### src/hw/rtl/tkh_pkg.sv
// Shared types, constants and control structs of the top-k min-heap selector.
`default_nettype none
package tkh_pkg;

  // Heap capacity and the widths that follow from it.
  localparam int MAX_KEEP = 16;
  localparam int IDX_W    = (MAX_KEEP > 1) ? $clog2(MAX_KEEP) : 1;
  localparam int CNT_W    = $clog2(MAX_KEEP + 1);
  localparam int CH_W     = IDX_W + 2;

  // Fixed field widths of the ports.
  localparam int ID_W    = 32;
  localparam int SCORE_W = 32;
  localparam int LIM_W   = 5;
  localparam int HC_W    = 5;

  // Operation codes of an input word.
  localparam logic OP_PUSH  = 1'b0;
  localparam logic OP_DRAIN = 1'b1;

  // One heap entry: id above, score below.
  typedef struct packed {
    logic [ID_W-1:0]    id;
    logic [SCORE_W-1:0] score;
  } entry_t;

  localparam int ENTRY_W = $bits(entry_t);

  typedef enum logic [3:0] {
    S_IDLE,
    S_DISPATCH,
    S_UP,
    S_UP_CMP,
    S_ROOT_CMP,
    S_DN,
    S_DN_L,
    S_DN_R,
    S_DN_MV,
    S_SC_RD,
    S_SC_CMP,
    S_RES_PUSH,
    S_RES_EMPTY,
    S_RES_ENTRY
  } state_t;

  // Read address source of the heap memory.
  typedef enum logic [2:0] {
    RD_PARENT,
    RD_ROOT,
    RD_LEFT,
    RD_RIGHT,
    RD_SCAN
  } rd_sel_t;

  // Write data source of the heap memory.
  typedef enum logic [1:0] {
    WR_CUR,
    WR_RDATA,
    WR_CAND
  } wr_src_t;

  // Kind of result word loaded into the output register.
  typedef enum logic [1:0] {
    EMIT_PUSH,
    EMIT_EMPTY,
    EMIT_ENTRY
  } emit_t;

  // Commands from the controller to the datapath.
  typedef struct packed {
    logic    load_in;
    logic    rd_en;
    rd_sel_t rd_sel;
    logic    wr_en;
    wr_src_t wr_src;
    logic    idx_set_count;
    logic    idx_set_zero;
    logic    idx_to_parent;
    logic    idx_to_sel;
    logic    cnt_inc;
    logic    cnt_clr;
    logic    kept_set;
    logic    kept_clr;
    logic    cand_left;
    logic    cand_right;
    logic    drain_init;
    logic    scan_clr;
    logic    scan_inc;
    logic    best_upd;
    logic    take_best;
    logic    emit_en;
    emit_t   emit_kind;
  } cmd_t;

  // Status from the datapath to the controller.
  typedef struct packed {
    logic op_drain;
    logic lim_zero;
    logic below_lim;
    logic count_zero;
    logic idx_zero;
    logic parent_le;
    logic new_gt_root;
    logic l_in;
    logic r_in;
    logic cand_valid;
    logic scan_end;
    logic scan_taken;
    logic last_entry;
    logic out_free;
  } sts_t;

endpackage
`default_nettype wire

### src/hw/rtl/top_k_min_heap_selector.sv
// Push below the limit: the new word starts at the end of the heap and sifts up, one parent
// read and one compare per level it climbs.
// Push at the limit: a word that is kept replaces the root and sifts down; a word that is not
// kept leaves the heap as it is. Drain: each word is picked by a scan over the untaken entries,
// and an empty drain answers with one empty word. One word at a time: the next is taken the
// cycle after the last result of the one before is loaded, while that result still waits.
// Synchronous active-low reset clears the count, sets keep_limit to 16 and empties
// the output register; the heap memory is not cleared and needs no clearing pass.
`default_nettype none
module top_k_min_heap_selector
  import tkh_pkg::*;
(
  input  wire logic                 clk,
  input  wire logic                 rst_n,
  input  wire logic                 cfg_wr_en,
  input  wire logic [LIM_W-1:0]     cfg_wr_data,
  input  wire logic                 in_valid,
  output logic                      in_ready,
  input  wire logic                 in_operation,
  input  wire logic [ID_W-1:0]      in_item_id,
  input  wire logic [SCORE_W-1:0]   in_item_score,
  output logic                      out_valid,
  input  wire logic                 out_ready,
  output logic      [ID_W-1:0]      out_entry_id,
  output logic      [SCORE_W-1:0]   out_entry_score,
  output logic                      out_entry_valid,
  output logic                      out_was_kept,
  output logic      [HC_W-1:0]      out_held_count,
  output logic                      out_last
);

  cmd_t cmd;
  sts_t sts;

  // Sequencer.
  tkh_ctrl u_ctrl (
    .clk     (clk),
    .rst_n   (rst_n),
    .in_valid(in_valid),
    .in_ready(in_ready),
    .sts     (sts),
    .cmd     (cmd)
  );

  // Heap storage and arithmetic.
  tkh_dp u_dp (
    .clk            (clk),
    .rst_n          (rst_n),
    .cmd            (cmd),
    .sts            (sts),
    .cfg_wr_en      (cfg_wr_en),
    .cfg_wr_data    (cfg_wr_data),
    .in_operation   (in_operation),
    .in_item_id     (in_item_id),
    .in_item_score  (in_item_score),
    .out_valid      (out_valid),
    .out_ready      (out_ready),
    .out_entry_id   (out_entry_id),
    .out_entry_score(out_entry_score),
    .out_entry_valid(out_entry_valid),
    .out_was_kept   (out_was_kept),
    .out_held_count (out_held_count),
    .out_last       (out_last)
  );

endmodule
`default_nettype wire

### src/hw/rtl/tkh_ram.sv
// Generic single-write, single-read RAM with registered read data.
`default_nettype none
module tkh_ram #(
  parameter int WIDTH = 64,
  parameter int DEPTH = 16
) (
  input  wire logic                                         clk,
  input  wire logic                                         we,
  input  wire logic [((DEPTH > 1) ? $clog2(DEPTH) : 1)-1:0] waddr,
  input  wire logic [WIDTH-1:0]                             wdata,
  input  wire logic                                         re,
  input  wire logic [((DEPTH > 1) ? $clog2(DEPTH) : 1)-1:0] raddr,
  output logic      [WIDTH-1:0]                             rdata
);

  logic [WIDTH-1:0] mem [DEPTH];

  // Write port and registered read port.
  always_ff @(posedge clk) begin
    if (we) begin
      mem[waddr] <= wdata;
    end
    if (re) begin
      rdata <= mem[raddr];
    end
  end

endmodule
`default_nettype wire

### src/hw/rtl/tkh_ctrl.sv
// Controller state machine of the top-k min-heap selector.
`default_nettype none
module tkh_ctrl
  import tkh_pkg::*;
(
  input  wire logic clk,
  input  wire logic rst_n,
  input  wire logic in_valid,
  output logic      in_ready,
  input  wire sts_t sts,
  output cmd_t      cmd
);

  state_t state_r, state_nxt;

  // State register.
  always_ff @(posedge clk) begin
    if (!rst_n) begin
      state_r <= S_IDLE;
    end else begin
      state_r <= state_nxt;
    end
  end

  // Next state and commands.
  always_comb begin
    state_nxt = state_r;
    cmd       = '0;
    in_ready  = 1'b0;
    case (state_r)
      S_IDLE: begin
        in_ready = 1'b1;
        if (in_valid) begin
          cmd.load_in = 1'b1;
          state_nxt   = S_DISPATCH;
        end
      end
      S_DISPATCH: begin
        if (!sts.op_drain) begin
          if (sts.lim_zero) begin
            cmd.kept_clr = 1'b1;
            state_nxt    = S_RES_PUSH;
          end else if (sts.below_lim) begin
            cmd.idx_set_count = 1'b1;
            state_nxt         = S_UP;
          end else begin
            cmd.rd_en  = 1'b1;
            cmd.rd_sel = RD_ROOT;
            state_nxt  = S_ROOT_CMP;
          end
        end else if (sts.count_zero) begin
          state_nxt = S_RES_EMPTY;
        end else begin
          cmd.drain_init = 1'b1;
          cmd.scan_clr   = 1'b1;
          state_nxt      = S_SC_RD;
        end
      end
      // Sift up: one parent read and one compare per level.
      S_UP: begin
        if (sts.idx_zero) begin
          cmd.wr_en    = 1'b1;
          cmd.wr_src   = WR_CUR;
          cmd.cnt_inc  = 1'b1;
          cmd.kept_set = 1'b1;
          state_nxt    = S_RES_PUSH;
        end else begin
          cmd.rd_en  = 1'b1;
          cmd.rd_sel = RD_PARENT;
          state_nxt  = S_UP_CMP;
        end
      end
      S_UP_CMP: begin
        cmd.wr_en = 1'b1;
        if (sts.parent_le) begin
          cmd.wr_src   = WR_CUR;
          cmd.cnt_inc  = 1'b1;
          cmd.kept_set = 1'b1;
          state_nxt    = S_RES_PUSH;
        end else begin
          cmd.wr_src        = WR_RDATA;
          cmd.idx_to_parent = 1'b1;
          state_nxt         = S_UP;
        end
      end
      // Full heap: replace the root only on a strictly greater score.
      S_ROOT_CMP: begin
        if (sts.new_gt_root) begin
          cmd.idx_set_zero = 1'b1;
          cmd.kept_set     = 1'b1;
          state_nxt        = S_DN;
        end else begin
          cmd.kept_clr = 1'b1;
          state_nxt    = S_RES_PUSH;
        end
      end
      // Sift down: read each child, move the smaller up if below the word.
      S_DN: begin
        if (sts.l_in) begin
          cmd.rd_en  = 1'b1;
          cmd.rd_sel = RD_LEFT;
          state_nxt  = S_DN_L;
        end else begin
          cmd.wr_en  = 1'b1;
          cmd.wr_src = WR_CUR;
          state_nxt  = S_RES_PUSH;
        end
      end
      S_DN_L: begin
        cmd.cand_left = 1'b1;
        if (sts.r_in) begin
          cmd.rd_en  = 1'b1;
          cmd.rd_sel = RD_RIGHT;
          state_nxt  = S_DN_R;
        end else begin
          state_nxt = S_DN_MV;
        end
      end
      S_DN_R: begin
        cmd.cand_right = 1'b1;
        state_nxt      = S_DN_MV;
      end
      S_DN_MV: begin
        cmd.wr_en = 1'b1;
        if (sts.cand_valid) begin
          cmd.wr_src     = WR_CAND;
          cmd.idx_to_sel = 1'b1;
          state_nxt      = S_DN;
        end else begin
          cmd.wr_src = WR_CUR;
          state_nxt  = S_RES_PUSH;
        end
      end
      // Drain: scan untaken entries for the next one in sorted order.
      S_SC_RD: begin
        if (sts.scan_end) begin
          state_nxt = S_RES_ENTRY;
        end else if (sts.scan_taken) begin
          cmd.scan_inc = 1'b1;
        end else begin
          cmd.rd_en  = 1'b1;
          cmd.rd_sel = RD_SCAN;
          state_nxt  = S_SC_CMP;
        end
      end
      S_SC_CMP: begin
        cmd.best_upd = 1'b1;
        cmd.scan_inc = 1'b1;
        state_nxt    = S_SC_RD;
      end
      // Result words wait for a free output register.
      S_RES_PUSH: begin
        if (sts.out_free) begin
          cmd.emit_en   = 1'b1;
          cmd.emit_kind = EMIT_PUSH;
          state_nxt     = S_IDLE;
        end
      end
      S_RES_EMPTY: begin
        if (sts.out_free) begin
          cmd.emit_en   = 1'b1;
          cmd.emit_kind = EMIT_EMPTY;
          state_nxt     = S_IDLE;
        end
      end
      S_RES_ENTRY: begin
        if (sts.out_free) begin
          cmd.emit_en   = 1'b1;
          cmd.emit_kind = EMIT_ENTRY;
          cmd.take_best = 1'b1;
          if (sts.last_entry) begin
            cmd.cnt_clr = 1'b1;
            state_nxt   = S_IDLE;
          end else begin
            cmd.scan_clr = 1'b1;
            state_nxt    = S_SC_RD;
          end
        end
      end
      default: begin
        state_nxt = S_IDLE;
      end
    endcase
  end

endmodule
`default_nettype wire

### src/hw/rtl/tkh_dp.sv
// Datapath of the top-k min-heap selector: heap memory, sift and drain registers, output word.
`default_nettype none
module tkh_dp
  import tkh_pkg::*;
(
  input  wire logic                 clk,
  input  wire logic                 rst_n,
  input  wire cmd_t                 cmd,
  output sts_t                      sts,
  input  wire logic                 cfg_wr_en,
  input  wire logic [LIM_W-1:0]     cfg_wr_data,
  input  wire logic                 in_operation,
  input  wire logic [ID_W-1:0]      in_item_id,
  input  wire logic [SCORE_W-1:0]   in_item_score,
  output logic                      out_valid,
  input  wire logic                 out_ready,
  output logic      [ID_W-1:0]      out_entry_id,
  output logic      [SCORE_W-1:0]   out_entry_score,
  output logic                      out_entry_valid,
  output logic                      out_was_kept,
  output logic      [HC_W-1:0]      out_held_count,
  output logic                      out_last
);

  // True when a sorts ahead of b: higher score first, then lower id.
  function automatic logic sorts_first(entry_t a, entry_t b);
    if (a.score != b.score) begin
      return a.score > b.score;
    end
    return a.id < b.id;
  endfunction

  logic [LIM_W-1:0]    keep_limit_r;
  logic [CNT_W-1:0]    count_r;
  logic                op_r;
  entry_t              cur_r;
  logic [IDX_W-1:0]    idx_r;
  logic                kept_r;
  entry_t              cand_r;
  logic                cand_valid_r;
  logic [IDX_W-1:0]    cand_idx_r;
  logic [CNT_W-1:0]    scan_r;
  logic [CNT_W-1:0]    emitted_r;
  logic [MAX_KEEP-1:0] taken_r;
  entry_t              best_r;
  logic                have_best_r;
  logic [IDX_W-1:0]    best_idx_r;
  logic                out_valid_r;
  entry_t              out_entry_r;
  logic                out_entry_valid_r;
  logic                out_kept_r;
  logic [HC_W-1:0]     out_held_r;
  logic                out_last_r;

  logic [CNT_W-1:0]    lim;
  logic [CH_W-1:0]     left_ch;
  logic [CH_W-1:0]     right_ch;
  logic [IDX_W-1:0]    parent_idx;
  logic [IDX_W-1:0]    raddr;
  entry_t              rdata;
  entry_t              wdata;
  logic [SCORE_W-1:0]  right_ref;

  // Effective limit saturates at the heap capacity.
  always_comb begin
    if (32'(keep_limit_r) > 32'(MAX_KEEP)) begin
      lim = CNT_W'(MAX_KEEP);
    end else begin
      lim = CNT_W'(keep_limit_r);
    end
  end

  // Heap index arithmetic.
  assign left_ch    = {1'b0, idx_r, 1'b1};
  assign right_ch   = left_ch + CH_W'(1);
  assign parent_idx = (idx_r - IDX_W'(1)) >> 1;

  always_comb begin
    case (cmd.rd_sel)
      RD_PARENT: raddr = parent_idx;
      RD_ROOT:   raddr = '0;
      RD_LEFT:   raddr = left_ch[IDX_W-1:0];
      RD_RIGHT:  raddr = right_ch[IDX_W-1:0];
      RD_SCAN:   raddr = scan_r[IDX_W-1:0];
      default:   raddr = '0;
    endcase
  end

  always_comb begin
    case (cmd.wr_src)
      WR_CUR:   wdata = cur_r;
      WR_RDATA: wdata = rdata;
      WR_CAND:  wdata = cand_r;
      default:  wdata = cur_r;
    endcase
  end

  // Heap storage.
  tkh_ram #(
    .WIDTH(ENTRY_W),
    .DEPTH(MAX_KEEP)
  ) u_heap (
    .clk  (clk),
    .we   (cmd.wr_en),
    .waddr(idx_r),
    .wdata(wdata),
    .re   (cmd.rd_en),
    .raddr(raddr),
    .rdata(rdata)
  );

  // Reference score for the right child: the current pick so far.
  assign right_ref = cand_valid_r ? cand_r.score : cur_r.score;

  // Status toward the controller.
  always_comb begin
    sts.op_drain    = (op_r == OP_DRAIN);
    sts.lim_zero    = (lim == '0);
    sts.below_lim   = (count_r < lim);
    sts.count_zero  = (count_r == '0);
    sts.idx_zero    = (idx_r == '0);
    sts.parent_le   = (rdata.score <= cur_r.score);
    sts.new_gt_root = (cur_r.score > rdata.score);
    sts.l_in        = (left_ch < CH_W'(count_r));
    sts.r_in        = (right_ch < CH_W'(count_r));
    sts.cand_valid  = cand_valid_r;
    sts.scan_end    = (scan_r == count_r);
    sts.scan_taken  = taken_r[scan_r[IDX_W-1:0]];
    sts.last_entry  = ((emitted_r + CNT_W'(1)) == count_r);
    sts.out_free    = !out_valid_r || out_ready;
  end

  // Control registers: limit, count, output valid.
  always_ff @(posedge clk) begin
    if (!rst_n) begin
      keep_limit_r <= LIM_W'(16);
      count_r      <= '0;
      out_valid_r  <= 1'b0;
    end else begin
      if (cfg_wr_en) begin
        keep_limit_r <= cfg_wr_data;
      end
      if (cmd.cnt_clr) begin
        count_r <= '0;
      end else if (cmd.cnt_inc) begin
        count_r <= count_r + CNT_W'(1);
      end
      if (cmd.emit_en) begin
        out_valid_r <= 1'b1;
      end else if (out_ready) begin
        out_valid_r <= 1'b0;
      end
    end
  end

  // Input word and sift registers.
  always_ff @(posedge clk) begin
    if (cmd.load_in) begin
      op_r  <= in_operation;
      cur_r <= '{id: in_item_id, score: in_item_score};
    end
    if (cmd.idx_set_count) begin
      idx_r <= count_r[IDX_W-1:0];
    end else if (cmd.idx_set_zero) begin
      idx_r <= '0;
    end else if (cmd.idx_to_parent) begin
      idx_r <= parent_idx;
    end else if (cmd.idx_to_sel) begin
      idx_r <= cand_idx_r;
    end
    if (cmd.kept_set) begin
      kept_r <= 1'b1;
    end else if (cmd.kept_clr) begin
      kept_r <= 1'b0;
    end
    // Smaller child, strict less-than, left first.
    if (cmd.cand_left) begin
      cand_valid_r <= (rdata.score < cur_r.score);
      cand_r       <= rdata;
      cand_idx_r   <= left_ch[IDX_W-1:0];
    end else if (cmd.cand_right && (rdata.score < right_ref)) begin
      cand_valid_r <= 1'b1;
      cand_r       <= rdata;
      cand_idx_r   <= right_ch[IDX_W-1:0];
    end
  end

  // Drain selection registers.
  always_ff @(posedge clk) begin
    if (!rst_n) begin
      taken_r     <= '0;
      emitted_r   <= '0;
      scan_r      <= '0;
      have_best_r <= 1'b0;
    end else begin
      if (cmd.drain_init) begin
        taken_r   <= '0;
        emitted_r <= '0;
      end else if (cmd.take_best) begin
        taken_r[best_idx_r] <= 1'b1;
        emitted_r           <= emitted_r + CNT_W'(1);
      end
      if (cmd.scan_clr) begin
        scan_r      <= '0;
        have_best_r <= 1'b0;
      end else begin
        if (cmd.scan_inc) begin
          scan_r <= scan_r + CNT_W'(1);
        end
        if (cmd.best_upd && (!have_best_r || sorts_first(rdata, best_r))) begin
          have_best_r <= 1'b1;
        end
      end
    end
  end

  always_ff @(posedge clk) begin
    if (cmd.best_upd && (!have_best_r || sorts_first(rdata, best_r))) begin
      best_r     <= rdata;
      best_idx_r <= scan_r[IDX_W-1:0];
    end
  end

  // Output word register.
  always_ff @(posedge clk) begin
    if (cmd.emit_en) begin
      case (cmd.emit_kind)
        EMIT_PUSH: begin
          out_entry_r       <= '0;
          out_entry_valid_r <= 1'b0;
          out_kept_r        <= kept_r;
          out_held_r        <= HC_W'(count_r);
          out_last_r        <= 1'b1;
        end
        EMIT_ENTRY: begin
          out_entry_r       <= best_r;
          out_entry_valid_r <= 1'b1;
          out_kept_r        <= 1'b0;
          out_held_r        <= '0;
          out_last_r        <= sts.last_entry;
        end
        default: begin
          out_entry_r       <= '0;
          out_entry_valid_r <= 1'b0;
          out_kept_r        <= 1'b0;
          out_held_r        <= '0;
          out_last_r        <= 1'b1;
        end
      endcase
    end
  end

  assign out_valid       = out_valid_r;
  assign out_entry_id    = out_entry_r.id;
  assign out_entry_score = out_entry_r.score;
  assign out_entry_valid = out_entry_valid_r;
  assign out_was_kept    = out_kept_r;
  assign out_held_count  = out_held_r;
  assign out_last        = out_last_r;

endmodule
`default_nettype wire
### config.mk
export PLATFORM = sky130hd
export DESIGN_NAME = top_k_min_heap_selector
export DESIGN_NICKNAME = d
export VERILOG_FILES = /design/src/hw/rtl/tkh_pkg.sv /design/src/hw/rtl/top_k_min_heap_selector.sv /design/src/hw/rtl/tkh_ram.sv /design/src/hw/rtl/tkh_ctrl.sv /design/src/hw/rtl/tkh_dp.sv
export SDC_FILE = /design/constraint.sdc
export NUM_CORES = 2
export LEC_CHECK = 0
export ABC_AREA = 1
export BUFFER_PORTS_ARGS = -buffer_cell sky130_fd_sc_hd__buf_2
export CORE_ASPECT_RATIO = 1.75
export CORE_MARGIN = 1
export CORE_UTILIZATION = 35
export CTS_CLUSTER_DIAMETER = 50
export DETAILED_ROUTE_END_ITERATION = 7
export SYNTH_ARGS = -nofsm -noshare
export SYNTH_HDL_FRONTEND = slang
export SYNTH_HIERARCHICAL = 1
export SYNTH_SLANG_ARGS = --single-unit
### constraint.sdc
create_clock -name clk -period 7.35 [get_ports clk]
set_clock_uncertainty 0.05 [all_clocks]
set_input_delay 0.735 -clock clk [delete_from_list [all_inputs] [get_ports clk]]
set_output_delay 0.735 -clock clk [all_outputs]
set_load 0.01 [all_outputs]
==> flow_metrics.tcl <==
set metrics [dict create \
    outcome "finished clean" \
    cp_top_family "simple AND/OR/NAND/NOR gates" \
    critPathRequiredTime_ns 7.74 \
    route.met2.wl_mm 85.4 \
    path_max_fanout 46 \
    fp-row-count 204 \
    ys_seq_elements 1409 \
    hpwl_mm 93.1 \
    hold_start "in_item_id[2]" \
    rr_worst_depth 17 \
    syn2layout_area_growth_pct 12.2 \
    synth_xor_area_frac 0.00225 \
    placed_cell_area_sq_um 65500 \
    place.gp.congestion 0.887 \
    synth.distinct_cells 47 \
    drc 0 \
    hold_path.class "input port to flip-flop" \
    firstDrtPassIters 8 \
    finalSetupViolCount 0 \
    hold_ws_ns 0.0739 \
    synthAdderAreaFrac 0.0293 \
    rr_endpoint "u_dp/u_heap/mem[12][41]" \
    worst_slew_margin_rel 0.0415 \
    ant_nets 0 \
    vias 41800 \
    synth_compound_gate_area_share 0.0300 \
    power_density_nw_per_um2 395 \
    synth.area.mux_share 0 \
    wl_per_cell_um 20.1 \
    syn-num-nets 6101 \
    final_area_sq_um 70000 \
    worst_pin_slew_ns 1.44 \
    die_area_sq_um 180000 \
    routed_wirelength_mm 170 \
    clock_sinks 1409 \
    crit_buf_inv 5 \
    core-area_sq_um 177000 \
    syn_area_per_cell_sq_um 10.6 \
    period_share 0.798 \
    ys.flop_type "edfxtp_1" \
    clock_tree.buffer_depth 4 \
    top_layer "met5" \
    crit_chain "ha_1 > nand2_1 > inv_1 > nand3_1 > inv_1 > nand2_1 > nor4_1 > nand2_1 > nand2_1 > nand2_1 > nor2_1 > inv_1 > ha_4 > inv_1 > buf_4 > nor2_1 > a21oi_1" \
    fin_nets 6214 \
    grt_max_degree 186 \
    cts_made_buffers 143 \
    design_power_total_mw 27.7 \
    die_w_um 321 \
    vias_per_cell 4.94 \
    seq_area_frac_synth 0.672 \
    clk_latency_ns 0.79 \
    startpoint_type "flip-flop" \
    cts_resized 0 \
    fmax_ghz 0.171 \
    grt_usage 0.186 \
    synth_largest_area_cell "edfxtp_1" \
    whs_path_depth 1 \
    final_layout_size_suffix_gt1_frac 0.0807 \
    finalSetupTns_ns 0 \
    met1_length_mm 67.2 \
    critPathMostFrequentCell "nand2_1" \
    grt-ovfl-total 0 \
    worstReg2RegStart "u_dp/u_heap/rdata[31]" \
    cts_root_buffer "clkbuf_16" \
    clk_pin_slew_ns 0.06 \
    synth_top_family_by_area "simple AND/OR/NAND/NOR gates" \
    async_reset_ff_frac 0 \
    worst_slack_ns 1.49 \
    finalHoldViolCount 0 \
    rsz0062_at_grt "false" \
    cts.htree.levels 4 \
    synth-edff-count 1365 \
    hold_end "u_dp/cur_r[34]" \
    drt_iter0_drc 3634 \
    final_max_slew_viol_count 0 \
    cts_tree "done" \
    crit_path_end_kind "flip-flop" \
    worstSetupStartpoint "u_dp/u_heap/rdata[31]" \
    cp_slowest_cell "inv_1" \
    first_global_vias 41000 \
    pre_cts_ws_ns 1.63 \
    cp.arrival_ns 6.25 \
    wl_met3_mm 11.2 \
    synthSimpleGateAreaFrac 0.183 \
    slowest_delay_ns 0.91 \
    synth_top_area_share 0.658 \
    yosysWarnings 6 \
    die_h_um 560 \
    maxCapViolCount 0 \
    layout_common_cells "nand2_1 (1,626), edfxtp_1 (1,365), inv_1 (966), nand3_1 (812), nor2_1 (216)" \
    num_io_pins 149 \
    synthCells 5880 \
    period_minus_slack_ns 5.86 \
    vdd_drop_max_mv 0.491 \
    p_leak_nw 28.8 \
    r2r_slack_ns 1.49 \
    ctsHoldBuffers 0 \
    io_buffers 148 \
    initial_core_util 0.353 \
    nFillCells 16900 \
    postCtsSetupBuffers 0 \
    synth.area.top_cells "edfxtp_1 (66%), nand2_1 (9.8%), nand3_1 (6.5%), inv_1 (5.8%), ha_1 (2.9%)" \
    grt_pass1_wl_mm 253 \
    antenna_found_initial 13 \
    worstSetupPathType "flip-flop to flip-flop" \
    layout_commonest_cell "nand2_1" \
    synth_area_sq_um 62300 \
]
## stage by stage
step                      utilization  instances
after floorplan                     -       5880
after global placement          0.371       8216
after detailed placement        0.371       8216
after CTS                       0.396       8455
after global routing            0.396       8458
final                           0.396       8459
## kinds of logic (layout without fill, tap and decap cells)
group | count (synthesis) | count (layout)
xor+xnor | 16 | 16
compound gates | 337 | 337
fa+ha+maj | 146 | 146
buf+inv | 1245 | 1452
simple gates | 2727 | 2727
flops | 1409 | 1409
other cells | 0 | 3
## cell type report
class	instances	area [sq um]	share of cell area
sequential	1409	41900	0.599
multi-input combinational	3226	15500	0.221
clock buffer	164	3720	0.0532
inverter	983	3720	0.0532
tap	2369	2960	0.0424
timing repair buffer	230	1510	0.0215
clock inverter	75	696	0.00995
antenna	3	7.51	0.000107
## synth_stat cells, drive strengths merged, types with 3 or more instances
cell,count
dfxtp,44
edfxtp,1365
inv,983
clkbuf,52
nor3b,5
buf,210
a31oi,6
nor3,19
o21bai,3
nor4,6
nand3,812
nor2,239
o21ai,74
o21a,6
a22oi,33
o211ai,6
o221ai,5
ha,146
xor2,11
nand4,11
a21oi,192
o22ai,5
xnor2,5
nand2,1631
## where the power goes
part,internal [mW],total [mW],switching (mW)
Sequential,10.5,10.9,0.407
Combinational,2.66,9.71,7.05
Clock,3.97,7.05,3.08
## how the worst max path moves through the flow
stage / endpoint / depth (start not counted)
after floorplan: u_dp/out_entry_id[0] / 4
after global placement: u_dp/u_heap/mem[14][33] / 17
after detailed placement: u_dp/u_heap/mem[12][39] / 17
after CTS: u_dp/u_heap/mem[4][39] / 17
after global routing: u_dp/u_heap/rdata[20] / 20
final: u_dp/u_heap/mem[12][41] / 17
## state kept, by name, summed over array words and instances (netlist names), 5 cells and up
name and count:
u_dp/cand_r 64, u_dp/taken_r 16, u_dp/u_heap/rdata 64, u_dp/best_r 64
u_dp/u_heap/mem 1024, u_dp/scan_r 5, u_dp/count_r 5, u_dp/keep_limit_r 5
u_dp/cur_r 64, u_dp/emitted_r 5, u_dp/out_entry_score 32, u_dp/out_entry_id 32
u_dp/out_held_count 5
## metal layers
layer  vias up  track usage
met2      1520        0.328
met3       357       0.0237
met1     20300        0.229
met4        18       0.0775
li1      19600            -
met5         -            0
## worst register-to-register path, stage by stage (launching register included)
cell and delay, ns:
edfxtp_1 0.51, ha_1 0.36, nand2_1 0.07, inv_1 0.06, nand3_1 0.07, inv_1 0.08, nand2_1 0.12, nor4_1 0.84
nand2_1 0.11, nand2_1 0.15, nand2_1 0.10, nor2_1 0.26, inv_1 0.13, ha_4 0.43, inv_1 0.92, buf_4 0.40
nor2_1 0.07, a21oi_1 0.82
No activity file was read; power rests on OpenSTA's default activity.
